<file path="src/design/tfic_pkg.sv">
// Shared types, constants and helpers of the integrator chain unit.
package tfic_pkg;

  localparam int ORDER_DEF = 4;
  localparam int NCOEF     = 3;
  localparam int DATA_W    = 32;
  localparam int STEP_W    = 25;
  localparam int FRAC      = 24;
  localparam int PROD_W    = 2 * DATA_W;
  localparam int RND_W     = PROD_W - FRAC;
  localparam int ACC_W     = 42;
  localparam int CFG_IDX_W = 3;
  localparam int IDX_W     = 3;

  // Configuration register indexes.
  localparam logic [CFG_IDX_W-1:0] REG_LEAD   = 3'd0;
  localparam logic [CFG_IDX_W-1:0] REG_STEP   = 3'd1;
  localparam logic [CFG_IDX_W-1:0] REG_COEF_1 = 3'd2;
  localparam logic [CFG_IDX_W-1:0] REG_COEF_2 = 3'd3;
  localparam logic [CFG_IDX_W-1:0] REG_COEF_3 = 3'd4;

  localparam logic signed [DATA_W-1:0] LEAD_RST = 32'sd16777216;
  localparam logic [STEP_W-1:0]        STEP_RST = 25'd16777;
  localparam logic signed [PROD_W-1:0] RND_HALF = 64'sd8388608;

  localparam logic signed [ACC_W-1:0] SAT_HI = 42'sd2147483647;
  localparam logic signed [ACC_W-1:0] SAT_LO = -42'sd2147483648;

  typedef enum logic [3:0] {
    OP_NONE,
    OP_START,
    OP_FB_MUL,
    OP_FB_ACC,
    OP_SC_MUL,
    OP_SC_ACC,
    OP_IT_MUL,
    OP_IT_ACC,
    OP_LOAD_OUT
  } op_e;

  typedef struct packed {
    op_e              op;
    logic [IDX_W-1:0] idx;
    logic             last;
  } cmd_t;

  typedef struct packed {
    logic signed [DATA_W-1:0] val;
    logic                     ovf;
  } sat_t;

  function automatic sat_t sat32(input logic signed [ACC_W-1:0] v);
    sat_t r;
    if (v > SAT_HI) begin
      r.val = SAT_HI[DATA_W-1:0];
      r.ovf = 1'b1;
    end else if (v < SAT_LO) begin
      r.val = SAT_LO[DATA_W-1:0];
      r.ovf = 1'b1;
    end else begin
      r.val = v[DATA_W-1:0];
      r.ovf = 1'b0;
    end
    return r;
  endfunction

endpackage

</file>
<file path="src/design/transfer_function_integrator_chain_unit.sv">
// Top level of the all-pole transfer function integrator chain unit.
// A request is accepted only in the idle state, so a new request waits until the last one is through;
//   the single shared multiplier and its product register (multiply, then accumulate) set the pace.
// A finished result waits in the output register while the next request is accepted.
// Reset (async, active low): stage values zero, config registers to defaults, no result valid.
module transfer_function_integrator_chain_unit #(
  parameter int ORDER = tfic_pkg::ORDER_DEF
) (
  input  logic                                  clk_i,
  input  logic                                  rst_ni,
  // Input request channel.
  input  logic                                  in_valid_i,
  output logic                                  in_stall_o,
  input  logic signed [tfic_pkg::DATA_W-1:0]    sample_in_i,
  // Result channel.
  output logic                                  out_valid_o,
  input  logic                                  out_stall_i,
  output logic signed [tfic_pkg::DATA_W-1:0]    sample_out_o,
  output logic                                  overflow_o,
  // Configuration write port; the user must write it only while idle, the block does not enforce this.
  input  logic                                  cfg_we_i,
  input  logic [tfic_pkg::CFG_IDX_W-1:0]        cfg_index_i,
  input  logic [tfic_pkg::DATA_W-1:0]           cfg_data_i
);

  // Command bundle from the sequencer: which step of the request runs this cycle,
  // which stage it touches, and whether it is the last of its pass.
  tfic_pkg::cmd_t cmd;

  // Sequencer: feedback pass (multiply, subtract per stage), scale by the lead
  // reciprocal, then the integrator pass in stage order, then hand off the result.
  tfic_ctrl #(
    .ORDER(ORDER)
  ) u_ctrl (
    .clk_i      (clk_i),
    .rst_ni     (rst_ni),
    .in_valid_i (in_valid_i),
    .in_stall_o (in_stall_o),
    .out_valid_o(out_valid_o),
    .out_stall_i(out_stall_i),
    .cmd_o      (cmd)
  );

  // Datapath: holds config and stage values, runs the shared multiplier,
  // rounds, accumulates and saturates, and keeps the output register.
  tfic_dpath #(
    .ORDER(ORDER)
  ) u_dpath (
    .clk_i       (clk_i),
    .rst_ni      (rst_ni),
    .cmd_i       (cmd),
    .sample_in_i (sample_in_i),
    .cfg_we_i    (cfg_we_i),
    .cfg_index_i (cfg_index_i),
    .cfg_data_i  (cfg_data_i),
    .sample_out_o(sample_out_o),
    .overflow_o  (overflow_o)
  );

endmodule

</file>
<file path="src/design/tfic_ctrl.sv">
// Sequencer of the integrator chain: steps the shared multiplier through one request.
module tfic_ctrl #(
  parameter int ORDER = tfic_pkg::ORDER_DEF
) (
  input  logic          clk_i,
  input  logic          rst_ni,
  input  logic          in_valid_i,
  output logic          in_stall_o,
  output logic          out_valid_o,
  input  logic          out_stall_i,
  output tfic_pkg::cmd_t cmd_o
);

  localparam int STAGES = ORDER - 1;
  localparam int NFB    = (STAGES < tfic_pkg::NCOEF) ? STAGES : tfic_pkg::NCOEF;
  localparam int IW     = tfic_pkg::IDX_W;

  localparam logic [2:0] S_IDLE   = 3'd0;
  localparam logic [2:0] S_FB_MUL = 3'd1;
  localparam logic [2:0] S_FB_ACC = 3'd2;
  localparam logic [2:0] S_SC_MUL = 3'd3;
  localparam logic [2:0] S_SC_ACC = 3'd4;
  localparam logic [2:0] S_IT_MUL = 3'd5;
  localparam logic [2:0] S_IT_ACC = 3'd6;
  localparam logic [2:0] S_DONE   = 3'd7;

  logic [2:0]    state_q, state_d;
  logic [IW-1:0] k_q, k_d;
  logic          out_valid_q, out_valid_d;
  logic          fb_last, it_last, out_free;

  assign fb_last  = (k_q == IW'(NFB - 1));
  assign it_last  = (k_q == IW'(STAGES - 1));
  assign out_free = !out_valid_q || !out_stall_i;

  always_comb begin
    state_d     = state_q;
    k_d         = k_q;
    cmd_o.op    = tfic_pkg::OP_NONE;
    cmd_o.idx   = k_q;
    cmd_o.last  = 1'b0;
    out_valid_d = out_valid_q && out_stall_i;
    unique case (state_q)
      S_IDLE: begin
        if (in_valid_i) begin
          cmd_o.op = tfic_pkg::OP_START;
          k_d      = '0;
          state_d  = S_FB_MUL;
        end
      end
      S_FB_MUL: begin
        cmd_o.op = tfic_pkg::OP_FB_MUL;
        state_d  = S_FB_ACC;
      end
      S_FB_ACC: begin
        cmd_o.op   = tfic_pkg::OP_FB_ACC;
        cmd_o.last = fb_last;
        if (fb_last) begin
          k_d     = '0;
          state_d = S_SC_MUL;
        end else begin
          k_d     = k_q + IW'(1);
          state_d = S_FB_MUL;
        end
      end
      S_SC_MUL: begin
        cmd_o.op = tfic_pkg::OP_SC_MUL;
        state_d  = S_SC_ACC;
      end
      S_SC_ACC: begin
        cmd_o.op = tfic_pkg::OP_SC_ACC;
        k_d      = '0;
        state_d  = S_IT_MUL;
      end
      S_IT_MUL: begin
        cmd_o.op = tfic_pkg::OP_IT_MUL;
        state_d  = S_IT_ACC;
      end
      S_IT_ACC: begin
        cmd_o.op   = tfic_pkg::OP_IT_ACC;
        cmd_o.last = it_last;
        if (it_last) begin
          state_d = S_DONE;
        end else begin
          k_d     = k_q + IW'(1);
          state_d = S_IT_MUL;
        end
      end
      S_DONE: begin
        if (out_free) begin
          cmd_o.op    = tfic_pkg::OP_LOAD_OUT;
          out_valid_d = 1'b1;
          state_d     = S_IDLE;
        end
      end
      default: state_d = S_IDLE;
    endcase
  end

  always_ff @(posedge clk_i or negedge rst_ni) begin
    if (!rst_ni) begin
      state_q     <= S_IDLE;
      k_q         <= '0;
      out_valid_q <= 1'b0;
    end else begin
      state_q     <= state_d;
      k_q         <= k_d;
      out_valid_q <= out_valid_d;
    end
  end

  assign in_stall_o  = (state_q != S_IDLE);
  assign out_valid_o = out_valid_q;

`ifndef ASSERT_OFF
  a_start_seq: assert property (@(posedge clk_i) disable iff (!rst_ni)
    (in_valid_i && !in_stall_o) |=> (state_q == S_FB_MUL && k_q == '0))
    else $error("accepted request did not start the feedback pass");

  a_result_src: assert property (@(posedge clk_i) disable iff (!rst_ni)
    $rose(out_valid_o) |-> $past(state_q == S_DONE))
    else $error("result raised outside the done state");

  a_idx_range: assert property (@(posedge clk_i) disable iff (!rst_ni)
    (state_q != S_IDLE) |-> (k_q <= IW'(STAGES - 1)))
    else $error("stage index beyond the chain");

  a_chain_end: assert property (@(posedge clk_i) disable iff (!rst_ni)
    (state_q == S_IT_ACC && it_last) |=> (state_q == S_DONE))
    else $error("last integrator update not followed by done");
`endif

endmodule

</file>
<file path="src/design/tfic_dpath.sv">
// Datapath of the integrator chain: config registers, stage values, shared multiplier.
module tfic_dpath #(
  parameter int ORDER = tfic_pkg::ORDER_DEF
) (
  input  logic                                  clk_i,
  input  logic                                  rst_ni,
  input  tfic_pkg::cmd_t                        cmd_i,
  input  logic signed [tfic_pkg::DATA_W-1:0]    sample_in_i,
  input  logic                                  cfg_we_i,
  input  logic [tfic_pkg::CFG_IDX_W-1:0]        cfg_index_i,
  input  logic [tfic_pkg::DATA_W-1:0]           cfg_data_i,
  output logic signed [tfic_pkg::DATA_W-1:0]    sample_out_o,
  output logic                                  overflow_o
);

  localparam int STAGES = ORDER - 1;
  localparam int SIW    = (STAGES > 1) ? $clog2(STAGES) : 1;
  localparam int DW     = tfic_pkg::DATA_W;
  localparam int AW     = tfic_pkg::ACC_W;
  localparam int PW     = tfic_pkg::PROD_W;
  localparam int RW     = tfic_pkg::RND_W;

  logic signed [DW-1:0]          lead_q;
  logic [tfic_pkg::STEP_W-1:0]   step_q;
  logic signed [DW-1:0]          coef_q [tfic_pkg::NCOEF];
  logic signed [DW-1:0]          stage_q [STAGES];
  logic signed [AW-1:0]          acc_q, acc_d;
  logic signed [DW-1:0]          prev_q;
  logic signed [PW-1:0]          prod_q;
  logic                          ovf_q;
  logic signed [DW-1:0]          out_q;
  logic                          out_ovf_q;

  logic [SIW-1:0]                sidx;
  logic signed [DW-1:0]          coef_sel, stage_sel, mul_a, mul_b;
  logic signed [PW-1:0]          mul_p, prod_rnd;
  logic signed [RW-1:0]          rnd;
  tfic_pkg::sat_t                acc_sat, sc_sat, it_sat;

  assign sidx      = cmd_i.idx[SIW-1:0];
  assign stage_sel = stage_q[sidx];

  always_comb begin
    coef_sel = '0;
    for (int j = 0; j < tfic_pkg::NCOEF; j++) begin
      if (int'(cmd_i.idx) == j) coef_sel = coef_q[j];
    end
  end

  // Operand select for the shared multiplier.
  always_comb begin
    unique case (cmd_i.op)
      tfic_pkg::OP_FB_MUL: begin
        mul_a = coef_sel;
        mul_b = stage_sel;
      end
      tfic_pkg::OP_SC_MUL: begin
        mul_a = lead_q;
        mul_b = prev_q;
      end
      default: begin
        mul_a = prev_q;
        mul_b = $signed({{(DW - tfic_pkg::STEP_W){1'b0}}, step_q});
      end
    endcase
  end

  assign mul_p    = mul_a * mul_b;
  // Round half up to Q8.24.
  assign prod_rnd = prod_q + tfic_pkg::RND_HALF;
  assign rnd      = $signed(prod_rnd[PW-1:tfic_pkg::FRAC]);

  assign acc_d   = acc_q - AW'(rnd);
  assign acc_sat = tfic_pkg::sat32(acc_d);
  assign sc_sat  = tfic_pkg::sat32(AW'(rnd));
  assign it_sat  = tfic_pkg::sat32(AW'(stage_sel) + AW'(rnd));

  always_ff @(posedge clk_i or negedge rst_ni) begin
    if (!rst_ni) begin
      lead_q <= tfic_pkg::LEAD_RST;
      step_q <= tfic_pkg::STEP_RST;
      for (int j = 0; j < tfic_pkg::NCOEF; j++) coef_q[j] <= '0;
    end else if (cfg_we_i) begin
      unique case (cfg_index_i)
        tfic_pkg::REG_LEAD:   lead_q    <= $signed(cfg_data_i);
        tfic_pkg::REG_STEP:   step_q    <= cfg_data_i[tfic_pkg::STEP_W-1:0];
        tfic_pkg::REG_COEF_1: coef_q[0] <= $signed(cfg_data_i);
        tfic_pkg::REG_COEF_2: coef_q[1] <= $signed(cfg_data_i);
        tfic_pkg::REG_COEF_3: coef_q[2] <= $signed(cfg_data_i);
        default: ;
      endcase
    end
  end

  always_ff @(posedge clk_i or negedge rst_ni) begin
    if (!rst_ni) begin
      for (int j = 0; j < STAGES; j++) stage_q[j] <= '0;
    end else if (cmd_i.op == tfic_pkg::OP_IT_ACC) begin
      stage_q[sidx] <= it_sat.val;
    end
  end

  always_ff @(posedge clk_i) begin
    unique case (cmd_i.op)
      tfic_pkg::OP_START: begin
        acc_q <= AW'(sample_in_i);
        ovf_q <= 1'b0;
      end
      tfic_pkg::OP_FB_MUL, tfic_pkg::OP_SC_MUL, tfic_pkg::OP_IT_MUL: begin
        prod_q <= mul_p;
      end
      tfic_pkg::OP_FB_ACC: begin
        acc_q <= acc_d;
        if (cmd_i.last) begin
          prev_q <= acc_sat.val;
          ovf_q  <= ovf_q | acc_sat.ovf;
        end
      end
      tfic_pkg::OP_SC_ACC: begin
        prev_q <= sc_sat.val;
        ovf_q  <= ovf_q | sc_sat.ovf;
      end
      tfic_pkg::OP_IT_ACC: begin
        prev_q <= it_sat.val;
        ovf_q  <= ovf_q | it_sat.ovf;
      end
      tfic_pkg::OP_LOAD_OUT: begin
        out_q     <= stage_q[STAGES-1];
        out_ovf_q <= ovf_q;
      end
      default: ;
    endcase
  end

  assign sample_out_o = out_q;
  assign overflow_o   = out_ovf_q;

endmodule
</file>
<file path="config.mk">
export PLATFORM = sky130hd
export DESIGN_NAME = transfer_function_integrator_chain_unit
export DESIGN_NICKNAME = d
export VERILOG_FILES = /design/src/design/tfic_pkg.sv /design/src/design/transfer_function_integrator_chain_unit.sv /design/src/design/tfic_ctrl.sv /design/src/design/tfic_dpath.sv
export SDC_FILE = /design/constraint.sdc
export NUM_CORES = 2
export LEC_CHECK = 0
export ABC_AREA = 0
export BUFFER_PORTS_ARGS = -buffer_cell sky130_fd_sc_hd__buf_2
export CORE_MARGIN = 3
export CORE_UTILIZATION = 65
export DETAILED_ROUTE_END_ITERATION = 10
export PLACE_DENSITY_LB_ADDON = 0.08
export SLEW_MARGIN = 20
export SYNTH_ARGS = -nofsm -noshare
export SYNTH_HDL_FRONTEND = slang
export SYNTH_SLANG_ARGS = --single-unit
</file>
<file path="constraint.sdc">
create_clock -name clk_i -period 15.7 [get_ports clk_i]
set_input_delay 1.57 -clock clk_i [delete_from_list [all_inputs] [get_ports clk_i]]
set_output_delay 1.57 -clock clk_i [all_outputs]
set_load 0.02 [all_outputs]
</file>
# [Word-level counts from Yosys, hierarchy flattened]
# Cells that the tools add are included.
[totals] reg_bits=428 out_inout_bits=35
[classes] mul=1 bitwise=4 n_lt_le_gt_ge=8 add_sub_neg=4 eq_ne=26 n_reduce_logical=24 muxes=37
[ops] op="2-to-1 mux 32 bit" count=7
[ops] op="2-to-1 mux 33 bit" count=6
[ops] op="one-hot mux 32 bit (2 select lines)" count=2
[ops] op="bitwise mux 96 bit" count=1
[ops] op="one-hot mux 32 bit (3 select lines)" count=1
[ops] op="> comparator 42 x 32 -> 1 bit (second input constant)" count=2
[ops] op="less-than comparator 42 x 32 -> 1 bit (second input constant)" count=2
[ops] op="one-hot mux 42 bit (2 select lines)" count=1
[ops] op="adder 64 x 25 -> 64 bit (second input constant)" count=1
[ops] op="binary-select mux 32 bit (select 2 bit)" count=1
[ops] op="demux 32 bit (select 2 bit)" count=1
[ops] op="multiplier 32 x 32 -> 64 bit" count=1
[ops] op="subtractor 42 x 40 -> 42 bit" count=1
[ops] op="adder 32 x 40 -> 41 bit" count=1
[ops] op="> comparator 40 x 32 -> 1 bit (second input constant)" count=1
[ops] op="less-than comparator 40 x 32 -> 1 bit (second input constant)" count=1
[ops] op="one-hot mux 4 bit (8 select lines)" count=1
[ops] op="one-hot mux 3 bit (8 select lines)" count=1
[ops] op="equality test 3 x 2 -> 1 bit (second input constant)" count=6
[ops] op="equality test 3 bit (second input constant)" count=6
[ops] op="equality test 4 x 3 -> 1 bit (second input constant)" count=4
[ops] op="AND reduction 2 bit" count=8
[ops] op="2-to-1 mux 3 bit" count=5
[ops] op="one-hot mux 3 bit (4 select lines)" count=1
[ops] op="25 further kinds" count=42

# [Longest topological paths before layout]
[logic_depth] word_depth=10 depth_mapped=41 depth_no_buf=35

# [Hierarchy]
# From an unflattened synthesis, not the netlist that was laid out.
[hier_totals] hier_cells=6297 hier_area_um2=58542.4
[by_module_without_submodules] module="tfic_dpath" area_each_um2=58138.3 cells_each=6252 n_inst=1 seq_area_each_um2=10712.8
[by_module_without_submodules] module="tfic_ctrl" area_each_um2=404.1 cells_each=45 n_inst=1 seq_area_each_um2=175.2

# [Least setup slack after synthesis]
# OpenSTA, ideal clock, no wires.
[synth_timing] kind="register to register" startpoint="register u_ctrl.k_q[1]" endpoint="register u_dpath.prod_q[40], data pin" setup_ns=0.262 stages_incl_launch_ff=40 synth_period_minus_slack_ns=10.193 arrival_ns=9.931 required_time_ns=15.438 path_slack_ns=5.507 n_path_buf=6 path_cell_list="dfrtp_1 clkbuf_1 clkbuf_1 inv_1 ha_1 clkbuf_1 nor3b_1 clkbuf_1 clkbuf_1 a221oi_1 nor3_1 a21oi_1 o21ai_1 clkbuf_1 nand2_1 fa_1 fa_1 fa_1 [... 4 more ...] fa_1 inv_1 fa_1 inv_1 fa_1 inv_1 ha_1 a21o_1 a21o_1 a21oi_1 o21ai_0 a21boi_0 o221ai_1 a22oi_1 a21boi_1 o41ai_1 o21ai_1 xor2_1"
[synth_between] elab_chain_len=6 elab_cells_between_ends=13 classes_between="mul (1); eq/ne (2); mux (8); bitwise (1); reduce/logical (1)"
[synth_rtl] item="from (decl)" line_no="tfic_ctrl.sv:28" source="logic [IW-1:0] k_q, k_d;"
[synth_rtl] item="from (signal assigned)" line_no="tfic_ctrl.sv:107" source="k_q <= k_d;"
[synth_rtl] item="NOT 2 -> 3 bit (implied by the code) or logical NOT 3 bit (tied branches)" line_no="tfic_dpath.sv:41, tfic_dpath.sv:46"
[synth_rtl] item="binary-select mux 32 bit (select 2 bit) or 2-to-1 mux 32 bit (tied branches)" line_no="tfic_dpath.sv:41, tfic_dpath.sv:46"
[synth_rtl] item="2-to-1 mux 32 bit (on tied branches) (2 in a row)" line_no="tfic_dpath.sv:41, tfic_dpath.sv:46"
[synth_rtl] item="one-hot mux 32 bit (2 select lines)" line_no="tfic_dpath.sv:52" source="unique case (cmd_i.op)"
[synth_rtl] item="multiplier 32 x 32 -> 64 bit *" line_no="tfic_dpath.sv:68" source="assign mul_p = mul_a * mul_b;"
[synth_rtl] item="via u_dpath.mul_p[40]" line_no="tfic_dpath.sv:36" source="logic signed [PW-1:0] mul_p, prod_rnd;"
[synth_rtl] item="to (signal assigned)" line_no="tfic_dpath.sv:110" source="prod_q <= mul_p;"
[synth_rtl] item="to (decl)" line_no="tfic_dpath.sv:29" source="logic signed [PW-1:0] prod_q;"
# Mark *: on every way through the listed nets, which the timed path passes. The rest lies on a longest branch. The select of a mux whose other input is x is not followed.
# A chain may end at the register's enable or synchronous reset.

# [Worst setup path in the final report]
# Same ends and word-level chain as after synthesis.

==> metrics.txt <==
status=finished, final reports clean; hold buffers post-CTS=0; maximum clock frequency=83.6 MHz; Post-Route WL=191 mm; Worst Setup Path Type=reg2reg; global-route wire length before repair=293 mm; CP required=16.06 ns; initial core utilization=65.8%; most frequent CP cell=fa_1; Core Area=88600 um^2; overall routing resource usage=42.0%; TritonCTS buffer count=41; Final Skew=0.0358 ns; largest net degree at the start of global routing=103; Synth Register Bits=405; Core Rows=109; DIE HEIGHT=306 um; Hold Fails Final Rpt=0; Detailed Route Iter0 Violations=4769; ys flop type=dfrtp_1; Setup TNS=0 ns; Cells after Synth=6223; class of the worst hold path=reg2reg; initial antenna violation count=2; worst-path maximum fanout=30; HPWL after DPL=146 mm; Max-slew headroom=9.19%; crit-path leading delay family=compound AO/OA/AOI/OAI gates; DIE AREA=93400 um^2; DRC=0; post-CTS setup buffer count=0; cell area after synthesis=58400 um^2; die extent in x=306 um; Area Overhead vs Synth=5.75%; post_cts resized=0; max-cap viol count=0; Max Slew Vio Count=0; Fill cells=6989; Crit path largest cell delay=0.91 ns; DR WL/cell=25.9 um; CTS tree=done; worst path arrival time=12.32 ns; Clock Tree Root=clkbuf_16; Port Buffers=106; final worst path period need=11.96 ns; DR pass1 iterations=8; number of flops mapped to enable cells by yosys=149; GRT Max-Usage Layer=met2; nets=7600; CTS Sinks=405; reg2reg setup slack=3.74 ns; WP buf/inv=9; Worst Setup End Kind=flop; Worst Max-Slew Pin Slew=1.35 ns; layout cells sized above 1=9.05%; sequential share of the synthesized area=18.7%; Reg clk slew, reported paths=0.07 ns; routability cong.=1.01; CTS H-Tree Depth=2; M3 GR Usage=11.4%; met1 Use GR=56.9%; vias in the first global route=48000; syn nets=7644; Async SR Flop Fraction=63.2%; # IOs=107; antenna-violating nets left=0; vias per cell=6.26; crit path max-delay cell type=o21a_1; Worst setup SP type=flop; clock buffer depth=3; RSZ-0062 raised after global routing=false; Vias=46200; Yosys cell types=93; gr ovfl total=0; clock latency at the later pin of the worst-skew pair=0.61 ns; final worst-path cycle share=76.2%; Avg Synthesized Cell Area=9.38 um^2; global routing met2 resource utilization=63.0%; Setup Viol. Count Final=0; synth warn=0
==> metrics by stage <==
| step | area [um^2] | worst slack, ns | hold WS [ns] | instances | util, % |
|---|---|---|---|---|---|
| 6_report | 61700 | 3.74 | 0.478 | 7380 | 69.6 |
| 2_1_floorplan | 58400 | 5.51 | 0.428 | 6223 | - |
| 5_1_grt | 61700 | 3.34 | 0.484 | 7377 | 69.6 |
| 3_5_place_dp | 60200 | 4.06 | 0.461 | 7299 | 68.0 |
| 3_3_place_gp | 60200 | 4.24 | 0.458 | 7298 | 67.9 |
| 4_1_cts | 61600 | 4.01 | 0.478 | 7374 | 69.5 |
==> metal layers <==
layer / share of wire (%) / wire (um)
met1: 38 / 72100
met2: 44 / 83600
met3: 12 / 23000
met4: 6.4 / 12200
met5: 0 / 0
==> cell type report <==
cell class | instances | area [um^2] | area share [%]
antenna | 4 | 10.0 | 0.0162
clock buffer | 62 | 1210 | 1.97
clock inverter | 13 | 183 | 0.296
inverter | 1054 | 3960 | 6.41
multi-input combinational | 4459 | 42600 | 69.0
sequential | 405 | 10900 | 17.6
tap | 1165 | 1460 | 2.36
timing repair buffer | 218 | 1430 | 2.31
==> path summary, 6_finish.rpt <==
path,from,to,cells past startpoint
max in group asynchronous,rst_ni,u_dpath.coef_q[94],2
min in group asynchronous,rst_ni,u_dpath.stage_q[13],1
hold / removal,u_dpath.stage_q[10],u_dpath.sample_out_o[10],0
hold reg to reg,u_dpath.stage_q[10],u_dpath.sample_out_o[10],0
setup reg to reg,u_ctrl.k_q[1],u_dpath.prod_q[40],36
setup / recovery,u_ctrl.k_q[1],u_dpath.prod_q[40],36
==> registers in the layout, summed over array words and instances (netlist names) <==
register and cells:
u_ctrl.k_q 3, u_ctrl.out_valid_o 1, u_ctrl.state_q 3, u_dpath.acc_q 42, u_dpath.coef_q 96, u_dpath.lead_q 32
u_dpath.overflow_o 1, u_dpath.ovf_q 1, u_dpath.prev_q 32, u_dpath.prod_q 41, u_dpath.sample_out_o 32, u_dpath.stage_q 96
u_dpath.step_q 25
==> placed cells by master (no fill, tap or decap), drive strengths merged, types with 16 or more instances in the layout <==
cell | netlist | final
xnor2 | 99 | 99
clkbuf | 249 | 62
a221oi | 36 | 36
nand3 | 52 | 52
and3 | 24 | 24
fa | 1083 | 1083
o21a | 62 | 62
a21oi | 185 | 185
nor2 | 741 | 741
and2 | 25 | 25
mux2i | 61 | 61
a31oi | 22 | 22
buf | 56 | 218
dfrtp | 250 | 250
nor3 | 79 | 79
nand4 | 33 | 33
ha | 266 | 266
a21o | 64 | 64
nor2b | 20 | 20
nand2b | 34 | 34
o21bai | 16 | 16
mux2 | 181 | 181
o21ai | 264 | 264
xor2 | 60 | 60
inv | 1053 | 1057
nand2 | 797 | 797
a2111o | 26 | 26
edfxtp | 149 | 149
o211ai | 30 | 30
==> logic make-up after synthesis <==
kind of cell | Yosys count | share of synthesized area (%)
compound gates | 827 | 9.24
xor+xnor | 159 | 2.40
fa+ha+maj | 1349 | 42.8
buf+inv | 1359 | 8.81
flops | 405 | 18.7
mux | 242 | 4.54
simple gates | 1882 | 13.5
==> synth_stat cells (26+ instances only) <==
cell type | instances | area [um^2]
buf_1 | 32 | 120
mux2i_1 | 61 | 611
a21o_1 | 64 | 480
clkbuf_1 | 249 | 935
mux2_2 | 181 | 2040
xnor2_1 | 99 | 867
inv_1 | 1050 | 3940
o21ai_1 | 63 | 315
nor3_1 | 75 | 375
xor2_1 | 59 | 517
nand2b_1 | 34 | 213
nand3_1 | 51 | 255
nand4_1 | 33 | 206
nand2_1 | 797 | 2990
fa_1 | 1083 | 21700
o21ai_0 | 200 | 1000
a21oi_1 | 183 | 916
a2111o_1 | 26 | 293
dfrtp_1 | 250 | 6260
o211ai_1 | 29 | 218
a221oi_1 | 36 | 315
ha_1 | 266 | 3330
nor2_1 | 741 | 2780
o21a_1 | 62 | 465
edfxtp_1 | 149 | 4470
==> worst reg2reg max path, delay by kind of cell, from the launching register on <==
kind,cells,cell delay (ns)
AOI/OAI and AO/OA,13,4.78
xor gates and xnor gates,1,0.18
adders and majority gates,10,4.45
buffers and inverters,9,1.20
DFF,1,0.68
and+or+nand+nor,3,0.46
Power is left out: the tool's default activity adds up to more than one toggle a clock period on the data nets, which glitch-free logic cannot reach.
